$ cat src/rtl/core/dlsg_pkg.sv
// ----------------------------------------------------------------------------
// dlsg_pkg
// Shared types, widths and helpers of the dashed line segment generator.
// ----------------------------------------------------------------------------
package dlsg_pkg;

  localparam int unsigned COORD_W   = 24;
  localparam int unsigned MAX_DASHES = 64;
  localparam int unsigned UNIT_FRAC = 28;
  localparam int unsigned MAG_W     = COORD_W + 1;          // |end - start|
  localparam int unsigned RAD_W     = 2 * MAG_W;            // sum of squares
  localparam int unsigned LEN_W     = MAG_W;                // floor sqrt
  localparam int unsigned UNIT_W    = UNIT_FRAC + 1;        // unit magnitude
  localparam int unsigned NUM_W     = MAG_W + UNIT_FRAC;    // divide numerator
  localparam int unsigned DIST_W    = LEN_W + 2;            // distances
  localparam int unsigned PROD_W    = UNIT_W + DIST_W;
  localparam int unsigned CNT_W     = $clog2(MAX_DASHES + 1);

  typedef logic signed [COORD_W-1:0] coord_t;

  // One classified line, handed from the front end to the segment walker
  typedef struct packed {
    coord_t              sx;
    coord_t              sy;
    coord_t              ex;
    coord_t              ey;
    coord_t              on;
    coord_t              off;
    logic [LEN_W-1:0]    len;
    logic [UNIT_W-1:0]   ux;
    logic [UNIT_W-1:0]   uy;
    logic                ux_neg;
    logic                uy_neg;
    logic                solid;
  } line_t;

  typedef enum logic [2:0] {
    F_IDLE, F_SQUARE, F_SUM, F_SQRT, F_DIV, F_PUSH
  } front_state_e;

  typedef enum logic [1:0] {
    B_IDLE, B_MUL, B_OUT
  } back_state_e;

  // Round a registered unit*distance product, apply sign, add start, saturate
  function automatic coord_t point_at(coord_t start, logic neg,
                                      logic [PROD_W-1:0] prod);
    logic [PROD_W:0]             rnd;
    logic [PROD_W-UNIT_FRAC:0]   q;
    logic signed [PROD_W-UNIT_FRAC+2:0] off;
    logic signed [PROD_W-UNIT_FRAC+2:0] sum;
    logic signed [PROD_W-UNIT_FRAC+2:0] hi;
    logic signed [PROD_W-UNIT_FRAC+2:0] lo;
    rnd = {1'b0, prod} + ((PROD_W+1)'(1) << (UNIT_FRAC - 1));
    q   = rnd[PROD_W:UNIT_FRAC];
    off = neg ? -$signed({2'b00, q}) : $signed({2'b00, q});
    sum = off + (PROD_W-UNIT_FRAC+3)'(start);
    hi  = (PROD_W-UNIT_FRAC+3)'({1'b0, {(COORD_W-1){1'b1}}});
    lo  = -hi - 1;
    if (sum > hi) begin
      return coord_t'(hi);
    end else if (sum < lo) begin
      return coord_t'(lo);
    end
    return coord_t'(sum);
  endfunction

endpackage

$ cat src/rtl/core/dlsg_queue.sv
// ----------------------------------------------------------------------------
// dlsg_queue
// Two-entry queue of classified lines between front end and walker.
// ----------------------------------------------------------------------------
module dlsg_queue
  import dlsg_pkg::*;
(
  input  logic  clk_i,
  input  logic  rst_ni,
  input  logic  push_i,
  input  line_t push_line_i,
  output logic  full_o,
  input  logic  pop_i,
  output line_t pop_line_o,
  output logic  empty_o
);

  line_t      mem_q [2];
  logic       wr_q, rd_q;
  logic [1:0] fill_q;

  assign full_o     = (fill_q == 2'd2);
  assign empty_o    = (fill_q == 2'd0);
  assign pop_line_o = mem_q[rd_q];

  // Advance pointers and fill count
  always_ff @(posedge clk_i or negedge rst_ni) begin
    if (!rst_ni) begin
      wr_q   <= 1'b0;
      rd_q   <= 1'b0;
      fill_q <= 2'd0;
    end else begin
      if (push_i) begin
        wr_q <= ~wr_q;
      end
      if (pop_i) begin
        rd_q <= ~rd_q;
      end
      fill_q <= fill_q + 2'(push_i) - 2'(pop_i);
    end
  end

  // Store entries
  always_ff @(posedge clk_i) begin
    if (push_i) begin
      mem_q[wr_q] <= push_line_i;
    end
  end

endmodule

$ cat config.mk
export PLATFORM = sky130hd
export DESIGN_NAME = dlsg_queue
export DESIGN_NICKNAME = d
export VERILOG_FILES = /design/src/rtl/core/dlsg_pkg.sv /design/src/rtl/core/dlsg_queue.sv
export SDC_FILE = /design/constraint.sdc
export NUM_CORES = 1
export LEC_CHECK = 0
export BUFFER_PORTS_ARGS = -buffer_cell sky130_fd_sc_hd__buf_2
export CORE_MARGIN = 2
export CORE_UTILIZATION = 30
export DETAILED_ROUTE_END_ITERATION = 8
export SLEW_MARGIN = 20
export SYNTH_ARGS = -nofsm -noshare
export SYNTH_HDL_FRONTEND = slang
export SYNTH_SLANG_ARGS = --single-unit
$ cat constraint.sdc
create_clock -name clk_i -period 15 [get_ports clk_i]
set_input_delay 0.75 -clock clk_i [delete_from_list [all_inputs] [get_ports clk_i]]
set_output_delay 0.75 -clock clk_i [all_outputs]
set_load 0.02 [all_outputs]
Yosys cells after proc, flatten, opt, wreduce, memory -nomap -nowiden:

Memories as Yosys holds them, arrays and structs flattened.
Cells that the tools add are included.
Widths: inputs -> output; s select.

* word-level logic and storage cells: 12
* latch bits: 0
* memories kept: 1
* bits in read-only memories: 0
* flip-flop bits (word level): 4
* memory bits (writable): 460
* output and inout bits: 232
* input port bits: 234

* divide/modulo/power cells: 0
* mux-type cells: 2
* add/subtract/negate cells: 2
* eq/ne operators: 1
* bitwise gates (word level): 2
* $lt $le $gt $ge: 0
* shifts and indexed selects: 0
* $mul: 0
* reductions and logical operators: 1

Memories
* mem_q: depth 2, bits a word 230, read ports 1, clocked after Yosys merged registers in 0, write ports 1, line dlsg_queue.sv:18 `line_t mem_q [2];`

Operators with widths (number)
* $add 2x1->2: 1
* $eq 2x2->1 const B: 1
* $logic_not 2->1: 1
* $mux 1: 2
* $not 1->1: 2
* $sub 2x1->2: 1

Longest topological paths before layout:

* word-level depth: 2
* gate-level depth with buffers: 5

Least setup slack after synthesis:

OpenSTA, ideal clock, no wires.

* path type: input -> register
* start: input push_i
* end: memory mem_q[0][0] (netlist name) (enable)
* data required time: 14148 ps
* library setup time: 852 ps
* stages: 1
* arrival: 10655 ps
* slack: 3493 ps
* cells stage by stage: nor2b_1

* longest elaborated chain between the ends: 2

Ends and longest elaborated chain
* start, declared: line dlsg_queue.sv:10 `input logic push_i,`
* $mux 1: line dlsg_queue.sv:45 `if (push_i) begin`
* $mux 1 (implied by the code): line dlsg_queue.sv:46 `mem_q[wr_q] <= push_line_i;`
* end, declared: line dlsg_queue.sv:18

Every way passes these cells.

==> results.json <==
{
  "status": "complete, no violations",
  "synth.yosys.seq_area_share_pct": 79.0,
  "die_x_um": 246,
  "final_nets": 1468,
  "cp_max_fo": 52,
  "finalSetupViolations": 0,
  "hold_violations": 0,
  "cp-start-kind": "flip-flop",
  "crit_buf_inv": 3,
  "portBuffers": 465,
  "drtIter0Drc": 370,
  "leakagePower_nw": 8.78,
  "place_congestion": 0.757,
  "vias_per_cell": 4.18,
  "synth_cell_types": 14,
  "worst_r2r_path_depth": 4,
  "vdd_drop_max_mv": 0.108,
  "core-area_um2": 57900,
  "grt_max_degree": 71,
  "synth_area_leaders": "edfxtp_1 (78%), mux2_4 (16%), mux2_2 (2.6%)",
  "place.detailed.hpwl_um": 24400,
  "htree_levels": 2,
  "dieArea_um2": 60700,
  "clk_pin_slew_ns": 0.07,
  "power_density_nw_per_um2": 200,
  "wl_per_cell_um": 17.6,
  "holdCritStartpoint": "push_line_i[150]",
  "p_total_mw": 4.44,
  "start_util_pct": 30.4,
  "cts.sinks": 464,
  "slew_viol_final": 0,
  "cp_common_cell": "buf_4",
  "grt_overflow": 0,
  "postRouteAntennaNets": 0,
  "fin_setup_tns_ns": 0,
  "grt_antenna_before_repair": 4,
  "rows": 88,
  "path_cells": "buf_4 > buf_4 > mux2_4 > buf_2",
  "postCtsSetupBuffers": 0,
  "ios": 466,
  "clkLatencyLatePin_ns": 0.56,
  "cap_violations": 0,
  "vias": 8503,
  "cp-end-kind": "output port",
  "worst_pin_slew_ns": 1.01,
  "n_fill_cell": 5356,
  "die_h_um": 246,
  "cts_hold_buf": 1,
  "grt.total_usage_pct": 11.3,
  "rsz0062_at_grt": "false",
  "syn_nets": 967,
  "holdWs_ns": 0.373,
  "area_growth_pct": 26.2,
  "cts_buffers": 48,
  "path_class": "flip-flop to output port",
  "tritoncts": "yes",
  "post-route-min-period_ns": 4.47,
  "cp_slowest_cell": "buf_4",
  "path_depth": 4,
  "clock.fmax_mhz": 224,
  "max_stage_delay_ns": 0.85,
  "detail_route.first_pass.iterations": 4,
  "root_buffer": "clkbuf_16",
  "synthesis.area_um2": 17600,
  "startpoint": "rd_q$_DFFE_PN0P_",
  "totalWireLength_um": 35800,
  "skew_ns": 0.0100,
  "cts-resized-gates": 0,
  "yosys.area.top_type_share_pct": 78.4,
  "crit_required_ns": 14.25,
  "worst-endpoint-arrival_ns": 3.72,
  "place_inst": 1946,
  "drive_above_1_share_pct": 61.4,
  "reg2reg_from": "wr_q$_DFFE_PN0P_",
  "cts_buffer_depth": 3,
  "critical-path-top-delay-family": "buffers and inverters",
  "syn_inst": 731,
  "drc": 0,
  "fin_crit_sh_pct": 29.8,
  "grt_pass1_vias": 8901,
  "avgSynthCellArea_um2": 24.1,
  "grt_pass1_wl_um": 52300,
  "slew_headroom_pct": 32.9,
  "ys_ff_latch": 464,
  "hold_class": "primary input to flip-flop",
  "yosys_warnings": 0,
  "whs_path_depth": 1,
  "synth_largest_area_cell": "edfxtp_1",
  "layout.cells.non_filler": 2034
}
## final timing paths
check | slack (ns) | to
worst max-delay path | 10.53 | pop_line_o[171]
worst min-delay path | 0.37 | mem_q[1][150]$_DFFE_PP_
worst max register to register | 11.88 | mem_q[0][176]$_DFFE_PP_
worst min register to register | 0.54 | wr_q$_DFFE_PN0P_
max in group asynchronous | 14.32 | rd_q$_DFFE_PN0P_
min in group asynchronous | 0.54 | rd_q$_DFFE_PN0P_
## Yosys cell counts, drive strengths merged
| cell | number |
|---|---|
| nor2 | 1 |
| xor3 | 1 |
| nor2b | 2 |
| buf | 26 |
| inv | 2 |
| dfrtp | 4 |
| xor2 | 2 |
| ha | 2 |
| and2 | 1 |
| mux2 | 230 |
| edfxtp | 460 |
## layout make-up
class / instances / area, µm² / share of cell area (%)
sequential: 464 / 13900 / 62.6
multi-input combinational: 239 / 3400 / 15.3
timing repair buffer: 477 / 2420 / 10.9
clock buffer: 56 / 1250 / 5.63
tap: 765 / 957 / 4.30
clock inverter: 30 / 279 / 1.25
inverter: 2 / 7.51 / 0.0338
antenna: 1 / 2.50 / 0.0113
## report_power, final
part           internal (mW)  switching, mW  leakage, nW
combinational          0.640          0.839         3.67
sequential              1.72         0.0805         4.36
clock                  0.682          0.472        0.744
## logic make-up after synthesis
kind of cell,after synthesis,synth area share [%]
XOR/XNOR,3,0.234
adder cells (fa/ha/maj),2,0.142
flip-flops,464,79.0
buffers and inverters,28,1.80
AND/OR/NAND/NOR,4,0.128
multiplexers,230,18.7
## stage by stage
step / setup WS (ns) / cell area (µm²) / util [%]
5_1_grt: 10.34 / 22200 / 38.4
6_report: 10.53 / 22200 / 38.4
3_5_place_dp: 11.08 / 20700 / 35.7
4_1_cts: 10.45 / 22200 / 38.4
3_3_place_gp: 11.17 / 20700 / 35.7
2_1_floorplan: 3.49 / 17600 / -
## sequential cells by signal, indices dropped and copies added (netlist names)
| signal | count |
|---|---|
| wr_q | 1 |
| rd_q | 1 |
| mem_q | 460 |
| fill_q | 2 |
## placed cells by master, fill, tap and decap left out, types with 2 or more instances in the layout
master,count
buf_2,465
buf_4,11
bufinv_16,5
clkbuf_1,7
clkbuf_16,49
clkinv_1,10
clkinv_2,10
clkinvlp_4,4
dfrtp_1,3
edfxtp_1,460
ha_1,2
inv_1,2
mux2_2,40
mux2_4,190
xor2_1,2
## metal layers
metal	up-vias	wire, µm	GRT usage [%]	share of wire [%]
met4	6	978	3.92	2.7
met2	318	17300	18.4	48
met5	-	44	0	0.12
met1	4178	13900	13.4	39
li1	3927	-	-	-
met3	74	3540	4.63	9.9
## worst reg2reg max path, cell delays in order (launching register included)
cell and delay, ns:
dfrtp_1 0.42, nor2b_4 0.11, buf_4 0.53, buf_4 0.68
buf_4 0.88
Power figures use the tool's default switching activity.
