[src/rtl/core/dlsg_pkg.sv]
// ----------------------------------------------------------------------------
// dlsg_pkg
// Shared types, widths and helpers of the dashed line segment generator.
// ----------------------------------------------------------------------------
package dlsg_pkg;

  localparam int unsigned COORD_W   = 24;
  localparam int unsigned MAX_DASHES = 64;
  localparam int unsigned UNIT_FRAC = 28;
  localparam int unsigned MAG_W     = COORD_W + 1;          // |end - start|
  localparam int unsigned RAD_W     = 2 * MAG_W;            // sum of squares
  localparam int unsigned LEN_W     = MAG_W;                // floor sqrt
  localparam int unsigned UNIT_W    = UNIT_FRAC + 1;        // unit magnitude
  localparam int unsigned NUM_W     = MAG_W + UNIT_FRAC;    // divide numerator
  localparam int unsigned DIST_W    = LEN_W + 2;            // distances
  localparam int unsigned PROD_W    = UNIT_W + DIST_W;
  localparam int unsigned CNT_W     = $clog2(MAX_DASHES + 1);

  typedef logic signed [COORD_W-1:0] coord_t;

  // One classified line, handed from the front end to the segment walker
  typedef struct packed {
    coord_t              sx;
    coord_t              sy;
    coord_t              ex;
    coord_t              ey;
    coord_t              on;
    coord_t              off;
    logic [LEN_W-1:0]    len;
    logic [UNIT_W-1:0]   ux;
    logic [UNIT_W-1:0]   uy;
    logic                ux_neg;
    logic                uy_neg;
    logic                solid;
  } line_t;

  typedef enum logic [2:0] {
    F_IDLE, F_SQUARE, F_SUM, F_SQRT, F_DIV, F_PUSH
  } front_state_e;

  typedef enum logic [1:0] {
    B_IDLE, B_MUL, B_OUT
  } back_state_e;

  // Round a registered unit*distance product, apply sign, add start, saturate
  function automatic coord_t point_at(coord_t start, logic neg,
                                      logic [PROD_W-1:0] prod);
    logic [PROD_W:0]             rnd;
    logic [PROD_W-UNIT_FRAC:0]   q;
    logic signed [PROD_W-UNIT_FRAC+2:0] off;
    logic signed [PROD_W-UNIT_FRAC+2:0] sum;
    logic signed [PROD_W-UNIT_FRAC+2:0] hi;
    logic signed [PROD_W-UNIT_FRAC+2:0] lo;
    rnd = {1'b0, prod} + ((PROD_W+1)'(1) << (UNIT_FRAC - 1));
    q   = rnd[PROD_W:UNIT_FRAC];
    off = neg ? -$signed({2'b00, q}) : $signed({2'b00, q});
    sum = off + (PROD_W-UNIT_FRAC+3)'(start);
    hi  = (PROD_W-UNIT_FRAC+3)'({1'b0, {(COORD_W-1){1'b1}}});
    lo  = -hi - 1;
    if (sum > hi) begin
      return coord_t'(hi);
    end else if (sum < lo) begin
      return coord_t'(lo);
    end
    return coord_t'(sum);
  endfunction

endpackage

[src/rtl/core/dlsg_front.sv]
// ----------------------------------------------------------------------------
// dlsg_front
// Accepts lines, finds length by iterative square root, classifies the line
// as solid or dashed, and finds unit direction of a dashed line by iterative division.
// ----------------------------------------------------------------------------
module dlsg_front
  import dlsg_pkg::*;
(
  input  logic                    clk_i,
  input  logic                    rst_ni,
  input  logic                    in_valid_i,
  output logic                    in_ready_o,
  input  logic [6*COORD_W-1:0]    in_data_i,
  output logic                    push_o,
  output line_t                   push_line_o,
  input  logic                    full_i
);

  front_state_e state_q, state_d;
  line_t        ln_q, ln_d;
  logic [MAG_W-1:0]  dxm_q, dxm_d, dym_q, dym_d;
  logic [RAD_W-2:0]  sqx_q, sqx_d, sqy_q, sqy_d;
  logic [RAD_W-1:0]  rad_q, rad_d;
  logic [LEN_W-1:0]  root_q, root_d;
  logic [LEN_W+1:0]  srem_q, srem_d;
  logic [4:0]        cnt_q, cnt_d;
  logic [UNIT_W-1:0] nx_q, nx_d, ny_q, ny_d;
  logic [LEN_W-1:0]  rx_q, rx_d, ry_q, ry_d;

  coord_t             a_sx, a_sy, a_ex, a_ey;
  logic signed [MAG_W-1:0] a_dx, a_dy;
  logic [LEN_W+3:0]   s_t;
  logic [LEN_W+1:0]   s_trial;
  logic [NUM_W-1:0]   n_x, n_y;
  logic [LEN_W:0]     d_tx, d_ty;

  assign a_sx = in_data_i[0*COORD_W +: COORD_W];
  assign a_sy = in_data_i[1*COORD_W +: COORD_W];
  assign a_ex = in_data_i[2*COORD_W +: COORD_W];
  assign a_ey = in_data_i[3*COORD_W +: COORD_W];
  assign a_dx = MAG_W'(a_ex) - MAG_W'(a_sx);
  assign a_dy = MAG_W'(a_ey) - MAG_W'(a_sy);

  assign in_ready_o  = (state_q == F_IDLE);
  assign push_o      = (state_q == F_PUSH) && !full_i;
  assign push_line_o = ln_q;

  // Next state and datapath steps
  always_comb begin
    state_d = state_q;
    ln_d    = ln_q;
    dxm_d   = dxm_q;
    dym_d   = dym_q;
    sqx_d   = sqx_q;
    sqy_d   = sqy_q;
    rad_d   = rad_q;
    root_d  = root_q;
    srem_d  = srem_q;
    cnt_d   = cnt_q;
    nx_d    = nx_q;
    ny_d    = ny_q;
    rx_d    = rx_q;
    ry_d    = ry_q;
    s_t     = {srem_q, rad_q[RAD_W-1 -: 2]};
    s_trial = {root_q, 2'b01};
    n_x     = {dxm_q, {UNIT_FRAC{1'b0}}} + NUM_W'(root_q >> 1);
    n_y     = {dym_q, {UNIT_FRAC{1'b0}}} + NUM_W'(root_q >> 1);
    d_tx    = {rx_q, nx_q[UNIT_W-1]};
    d_ty    = {ry_q, ny_q[UNIT_W-1]};
    case (state_q)
      F_IDLE: begin
        if (in_valid_i) begin
          ln_d.sx     = a_sx;
          ln_d.sy     = a_sy;
          ln_d.ex     = a_ex;
          ln_d.ey     = a_ey;
          ln_d.on     = in_data_i[4*COORD_W +: COORD_W];
          ln_d.off    = in_data_i[5*COORD_W +: COORD_W];
          ln_d.ux_neg = a_dx[MAG_W-1];
          ln_d.uy_neg = a_dy[MAG_W-1];
          dxm_d       = a_dx[MAG_W-1] ? MAG_W'(-a_dx) : MAG_W'(a_dx);
          dym_d       = a_dy[MAG_W-1] ? MAG_W'(-a_dy) : MAG_W'(a_dy);
          state_d     = F_SQUARE;
        end
      end
      F_SQUARE: begin
        sqx_d   = (RAD_W-1)'(dxm_q * dxm_q);
        sqy_d   = (RAD_W-1)'(dym_q * dym_q);
        state_d = F_SUM;
      end
      F_SUM: begin
        rad_d   = {1'b0, sqx_q} + {1'b0, sqy_q};
        root_d  = '0;
        srem_d  = '0;
        cnt_d   = 5'(LEN_W - 1);
        state_d = F_SQRT;
      end
      F_SQRT: begin
        // One radicand bit pair per cycle
        rad_d = rad_q << 2;
        if (s_t >= {2'b00, s_trial}) begin
          srem_d = (LEN_W+2)'(s_t - {2'b00, s_trial});
          root_d = {root_q[LEN_W-2:0], 1'b1};
        end else begin
          srem_d = s_t[LEN_W+1:0];
          root_d = {root_q[LEN_W-2:0], 1'b0};
        end
        if (cnt_q == '0) begin
          state_d = F_DIV;
        end
        cnt_d = cnt_q - 5'd1;
        if (cnt_q == 5'(LEN_W - 1)) begin
          cnt_d = cnt_q - 5'd1;
        end
      end
      F_DIV: begin
        // First cycle after root: classify and load numerators
        if (cnt_q == 5'h1f) begin
          ln_d.len   = root_q;
          ln_d.solid = (root_q == '0) || ln_q.on[COORD_W-1] ||
                       ln_q.off[COORD_W-1] || (ln_q.off == '0);
          rx_d  = LEN_W'(n_x[NUM_W-1:UNIT_W]);
          nx_d  = n_x[UNIT_W-1:0];
          ry_d  = LEN_W'(n_y[NUM_W-1:UNIT_W]);
          ny_d  = n_y[UNIT_W-1:0];
          cnt_d = 5'(UNIT_W - 1);
          if (ln_d.solid) begin
            state_d = F_PUSH;
          end
        end else begin
          // One quotient bit per cycle for both components
          nx_d = {nx_q[UNIT_W-2:0], 1'b0};
          ny_d = {ny_q[UNIT_W-2:0], 1'b0};
          if (d_tx >= {1'b0, ln_q.len}) begin
            rx_d = LEN_W'(d_tx - {1'b0, ln_q.len});
            nx_d[0] = 1'b1;
          end else begin
            rx_d = d_tx[LEN_W-1:0];
          end
          if (d_ty >= {1'b0, ln_q.len}) begin
            ry_d = LEN_W'(d_ty - {1'b0, ln_q.len});
            ny_d[0] = 1'b1;
          end else begin
            ry_d = d_ty[LEN_W-1:0];
          end
          cnt_d = cnt_q - 5'd1;
          if (cnt_q == '0) begin
            ln_d.ux = nx_d;
            ln_d.uy = ny_d;
            state_d = F_PUSH;
          end
        end
      end
      F_PUSH: begin
        if (!full_i) begin
          state_d = F_IDLE;
        end
      end
      default: begin
        state_d = F_IDLE;
      end
    endcase
  end

  // Hold control state
  always_ff @(posedge clk_i or negedge rst_ni) begin
    if (!rst_ni) begin
      state_q <= F_IDLE;
      cnt_q   <= '0;
    end else begin
      state_q <= state_d;
      cnt_q   <= cnt_d;
    end
  end

  // Hold datapath
  always_ff @(posedge clk_i) begin
    ln_q   <= ln_d;
    dxm_q  <= dxm_d;
    dym_q  <= dym_d;
    sqx_q  <= sqx_d;
    sqy_q  <= sqy_d;
    rad_q  <= rad_d;
    root_q <= root_d;
    srem_q <= srem_d;
    nx_q   <= nx_d;
    ny_q   <= ny_d;
    rx_q   <= rx_d;
    ry_q   <= ry_d;
  end

endmodule

[config.mk]
export PLATFORM = sky130hd
export DESIGN_NAME = dlsg_front
export DESIGN_NICKNAME = d
export VERILOG_FILES = /design/src/rtl/core/dlsg_pkg.sv /design/src/rtl/core/dlsg_front.sv
export SDC_FILE = /design/constraint.sdc
export NUM_CORES = 2
export LEC_CHECK = 0
export ABC_AREA = 1
export BUFFER_PORTS_ARGS = -buffer_cell sky130_fd_sc_hd__buf_4
export CAP_MARGIN = 0
export CORE_UTILIZATION = 56
export DETAILED_ROUTE_END_ITERATION = 16
export PLACE_DENSITY_LB_ADDON = 0.25
export SYNTH_ARGS = -nofsm -noshare
export SYNTH_HDL_FRONTEND = slang
export SYNTH_SLANG_ARGS = --single-unit
export TNS_END_PERCENT = 10
[constraint.sdc]
create_clock -name clk_i -period 40 [get_ports clk_i]
set_clock_uncertainty 0.05 [all_clocks]
set_input_delay 8 -clock clk_i [delete_from_list [all_inputs] [get_ports clk_i]]
set_output_delay 8 -clock clk_i [all_outputs]
set_load 0.005 [all_outputs]
# Word level (Yosys, flattened, before mapping)
# Index checks and enable logic that the tools add are counted.
# W data, S select, Z words.
# word_totals
register_bits	596
input_bits	148
# classes
addsub	11
mux	24
eq_ne	11
n_bitwise	1
mul	2
n_reduce_logical	15
order_cmp	3
# op_table
op	n
$add A53 B24 Y53	2
$pmux W50 S2	1
$mul A25 B25 Y49	2
$mux W24	4
$mux W29	2
$pmux W27 S2	1
$ge A26 B25 Y1	2
$add A49 B49 Y50	1
$mux W25	2
$neg A25 Y25	2
$pmux W25 S2	1
$sub A24 B24 Y25	2
$sub A25 B25 Y25	2
$ge A29 B27 Y1	1
$mux W27	1
$sub A27 B27 Y27	1
$logic_not A25 Y1	1
$logic_not A24 Y1	1
$mux W3	6
$pmux W3 S6	1
$pmux W5 S3	1
$eq A3 B2 Y1 const B	2
$eq A3 B3 Y1 const B	2
$ne A2 B2 Y1 const B	3
other kinds (17)	23

# Depth between registers and ports, before layout
# depth
depth_word	7
depth_mapped	32

# Worst setup path after synthesis
# No wires, ideal clock.
# synth_timing
path_type	input -> register
startpoint	input in_valid_i
endpoint	register dxm_q[0], enable pin
setup_ns	0.992
cell_stages	2
t_arrival_ns	21.152
slack_ns	17.806
path_cell_list	inv_1 nor3_1
# synth_between
elab_chain_cells	1
# synth_rtl
element	line_no	rtl
start, declared	dlsg_front.sv:11	input logic in_valid_i,
$reduce_and A2 Y1 (no source line)	--	
end signal, assigned	dlsg_front.sv:179	dxm_q <= dxm_d;
end, declared	dlsg_front.sv:21	logic [MAG_W-1:0] dxm_q, dxm_d, dym_q, dym_d;
# No other way between the ends.
# A chain may end at the register's enable or synchronous reset.

# Worst setup path in the final report
# layout_timing
startpoint	input full_i
endpoint	output push_o
# layout_between
elab_chain_cells	2
# layout_rtl
element	line_no	rtl
start, declared	dlsg_front.sv:16	input logic full_i
$logic_not A1 Y1	--	
$logic_and A1 B1 Y1	dlsg_front.sv:45	assign push_o = (state_q == F_PUSH) && !full_i;
end, declared	dlsg_front.sv:14	output logic push_o,
# No other way between the ends.

==> tab_implementation.tex <==
\begin{tabular}{lr}
\hline
Metric & Value \\
\hline
\multicolumn{2}{l}{\textbf{Clocking}} \\
H-tree depth & 3 \\
Clock-pin slew on the worst setup and hold paths & 0.06 ns \\
Total clock buffers created by CTS & 69 \\
Longest Clk Path Bufs & 3 \\
Clk Tree Root Cell & sky130\_fd\_sc\_hd\_\_clkbuf\_16 \\
Latest clock arrival within the worst-skew pair & 0.70 ns \\
Resize count post-CTS & 0 \\
TritonCTS clock tree & yes \\
Postcts setup bufs & 0 \\
Total clock sinks & 594 \\
Cts-stage hold buffer count & 0 \\
\multicolumn{2}{l}{\textbf{Timing}} \\
Unrepaired setup endpoints after global routing & no \\
Final worst-path cycle share & 0.416 \\
Slew of the pin with the lowest slew margin & 1.06 ns \\
Peak Freq & 60.1 MHz \\
Slew margin rel. & 0.295 \\
Setup-failing EPs final & 0 \\
Final-layout setup total negative slack & 0 ns \\
Max-slew violations & 0 \\
Fin. Hold Viols & 0 \\
Post-layout min period & 16.64 ns \\
\multicolumn{2}{l}{\textbf{Cells and area}} \\
Post-layout instance area & 77700 um\^{}2 \\
Most common library cell in the layout ignoring fill and taps & sky130\_fd\_sc\_hd\_\_inv\_1 \\
Layout Area Growth over Synthesis & 9.92\% \\
Leading cell types in the layout, fill and taps excluded & sky130\_fd\_sc\_hd\_\_inv\_1, sky130\_fd\_sc\_hd\_\_nand2\_1, sky130\_fd\_sc\_hd\_\_fa\_1, sky130\_fd\_sc\_hd\_\_edfxtp\_1, sky130\_fd\_sc\_hd\_\_nor2\_1 \\
Antenna cells & 0 \\
Ratio of cells with drive above 1 in the final layout & 0.0732 \\
Final core area utilization & 0.620 \\
Fin nets & 10356 \\
\multicolumn{2}{l}{\textbf{Logic synthesis}} \\
Average footprint of a synthesized cell & 8.41 um\^{}2 \\
Number of synthesis warnings & 0 \\
Synth Register Bits & 594 \\
Post-Synth Adder-Cell Area & 0.362 \\
Post-synthesis mux area share & 0 \\
Fraction of registers with async set or reset after synthesis & 0.0135 \\
Post-synth EDFFs & 586 \\
Parity-gate share of the synthesized area counting xor and xnor cells & 0.0288 \\
Post-synthesis instance total & 8415 \\
Synthesized-area fraction occupied by and/or/nand/nor cells & 0.170 \\
Post-synthesis cell type count & 58 \\
Main flop type after synthesis & sky130\_fd\_sc\_hd\_\_edfxtp\_1 \\
Complex-gate fraction of the synthesized area & 0.0621 \\
Total nets after synthesis & 10045 \\
Post-Syn Area & 70700 um\^{}2 \\
Sequential-to-total area share from yosys stat & 0.252 \\
Largest family of logic cells by synthesized area & adder cells \\
\multicolumn{2}{l}{\textbf{Worst setup path}} \\
Critical R2R Capture & sqy\_q[36]\$\_DFFE\_PP\_ \\
CP startpoint kind & input port \\
Critical path required time & 31.95 ns \\
Endpoint arrival time on the critical path & 8.59 ns \\
Worst R2R Path Depth & 27 \\
Worst-path maximum fanout & 2 \\
Last element of the critical path & push\_o \\
Launch point of the worst reg-to-reg path & dym\_q[15]\$\_DFFE\_PP\_ \\
Category of the most critical setup path & input port to primary output \\
First element of the critical path & full\_i \\
Type of element capturing the critical path & primary output \\
Flop-to-flop setup slack & 32.37 ns \\
\multicolumn{2}{l}{\textbf{Worst hold path}} \\
Tightest Hold Check Type & flip-flop to flip-flop \\
Min-delay src & ny\_q[12]\$\_DFFE\_PP\_ \\
\multicolumn{2}{l}{\textbf{Placement}} \\
GP Congestion & 0.997 \\
Port buffer count & 379 \\
Detailed Place HPWL & 153000 um \\
Area post-placement & 75400 um\^{}2 \\
\multicolumn{2}{l}{\textbf{Global routing}} \\
Number of global-route vias before repair & 56744 \\
First-pass GRT wire length & 302000 um \\
Remaining Overflow, GRT & 0 \\
Largest net degree at the start of global routing & 118 \\
Number of antenna violations at the first check in global routing & 10 \\
Global-route total usage across every layer & 0.303 \\
\multicolumn{2}{l}{\textbf{Run status}} \\
Run status & completed \\
\multicolumn{2}{l}{\textbf{Die}} \\
\# rows & 130 \\
Horizontal die dimension & 357 um \\
Die Height & 357 um \\
Die area & 128000 um\^{}2 \\
Core outline area & 125000 um\^{}2 \\
\# IOs & 380 \\
Initial cell density of the core & 0.564 \\
\multicolumn{2}{l}{\textbf{Route}} \\
Post-detailed-route DRC marker count & 0 \\
Sum of routed wire length over all layers & 188000 um \\
Number of DRC markers in iteration 0 & 4207 \\
Count of nets left with antenna violations after detail routing & 0 \\
Average detailed-routed wire length per instance & 18.0 um \\
Total via count in the routed design & 55126 \\
Via density & 5.28 \\
Pre-Repair DR Iteration Count & 6 \\
\multicolumn{2}{l}{\textbf{Run}} \\
Max Cap Viol & 0 \\
\hline
\end{tabular}
[worst max-delay path, cell delays in order]
cell,delay (ns)
sky130_fd_sc_hd__buf_4,0.12
sky130_fd_sc_hd__nor4_1,0.30
sky130_fd_sc_hd__buf_4,0.17
[cell usage after synthesis (3+ instances only)]
library cell,count,share of area
sky130_fd_sc_hd__nand2_1,1914,0.10
sky130_fd_sc_hd__xnor2_2,4,0.00092
sky130_fd_sc_hd__xor2_1,110,0.014
sky130_fd_sc_hd__buf_2,16,0.0011
sky130_fd_sc_hd__o21a_1,20,0.0021
sky130_fd_sc_hd__buf_1,11,0.00058
sky130_fd_sc_hd__a31oi_1,41,0.0036
sky130_fd_sc_hd__inv_1,2146,0.11
sky130_fd_sc_hd__o221ai_1,5,0.00062
sky130_fd_sc_hd__a21o_1,32,0.0034
sky130_fd_sc_hd__nor2_2,6,0.00053
sky130_fd_sc_hd__xnor2_1,110,0.014
sky130_fd_sc_hd__o2111ai_1,3,0.00037
sky130_fd_sc_hd__and2_1,4,0.00035
sky130_fd_sc_hd__buf_4,4,0.00042
sky130_fd_sc_hd__ha_1,546,0.097
sky130_fd_sc_hd__clkbuf_1,173,0.0092
sky130_fd_sc_hd__o211ai_1,22,0.0023
sky130_fd_sc_hd__inv_2,3,0.00016
sky130_fd_sc_hd__nand4_1,66,0.0058
sky130_fd_sc_hd__o21ai_1,8,0.00057
sky130_fd_sc_hd__nand3b_1,12,0.0013
sky130_fd_sc_hd__nor3_1,55,0.0039
sky130_fd_sc_hd__nor2_1,565,0.030
sky130_fd_sc_hd__nor4_1,35,0.0031
sky130_fd_sc_hd__or2_2,22,0.0019
sky130_fd_sc_hd__o21ai_0,266,0.019
sky130_fd_sc_hd__nand3_1,261,0.018
sky130_fd_sc_hd__o21ai_2,5,0.00062
sky130_fd_sc_hd__a211oi_1,6,0.00064
sky130_fd_sc_hd__edfxtp_1,586,0.25
sky130_fd_sc_hd__fa_1,936,0.26
sky130_fd_sc_hd__nand2_2,25,0.0022
sky130_fd_sc_hd__a21oi_1,319,0.023
sky130_fd_sc_hd__dfrtp_1,8,0.0028
sky130_fd_sc_hd__o21bai_1,25,0.0027
sky130_fd_sc_hd__a21boi_0,17,0.0018
[stage by stage]
| step | setup slack [ns] | instances | hold slack [ns] |
|---|---|---|---|
| 2_1_floorplan | 17.81 | 8415 | 0.374 |
| 3_3_place_gp | 23.41 | 10305 | 0.381 |
| 3_5_place_dp | 23.35 | 10305 | 0.385 |
| 4_1_cts | 23.35 | 10432 | 0.399 |
| 5_1_grt | 23.31 | 10432 | 0.410 |
| 6_report | 23.36 | 10432 | 0.401 |
[routing by layer]
metal,routed length [um],part of all wire,vias to the layer above,track usage
li1,-,-,26297,-
met1,78600,0.42,26663,0.405
met2,90300,0.48,1857,0.506
met3,13800,0.073,303,0.0535
met5,45,0.00024,-,0
met4,5570,0.030,6,0.0862
[kinds of logic (layout without fill, tap and decap cells)]
logic type               after synthesis  after routing
flip-flops                           594            594
AO/OA/AOI/OAI                        785            785
adder cells (fa/ha/maj)             1482           1482
XOR/XNOR                             226            226
buffers and inverters               2355           2722
AND/OR/NAND/NOR                     2973           2973
[worst min-delay path by stage]
| stage | to | cells after the start |
|---|---|---|
| floorplan | sqx_q[0]$_DFFE_PP_ | 0 |
| global placement | push_line_o[61]$_DFFE_PP_ | 0 |
| detailed placement | push_line_o[16]$_DFFE_PP_ | 0 |
| CTS | push_line_o[25]$_DFFE_PP_ | 0 |
| global route | push_line_o[16]$_DFFE_PP_ | 0 |
| finish | push_line_o[16]$_DFFE_PP_ | 0 |
[registers in the layout, summed over array words and instances, names as in the netlist]
signal and cells:
dxm_q 25, nx_q 29, ny_q 29, sqy_q 48
srem_q 27, root_q 25, sqx_q 48, state_q 3
ry_q 25, rx_q 25, push_line_o 230, cnt_q 5
rad_q 50, dym_q 25
[cell type report]
type	count	area (um^2)
multi-input cells	5466	44100
fillers	10728	47700
well taps	1650	2060
repair buffers	446	3360
inverters	2149	8070
clock buffers	81	1770
flip-flops and latches	594	17800
clock inverters	46	596
Power is left out: the tool's default activity adds up to more than one toggle a clock period on the data nets, which glitch-free logic cannot reach.
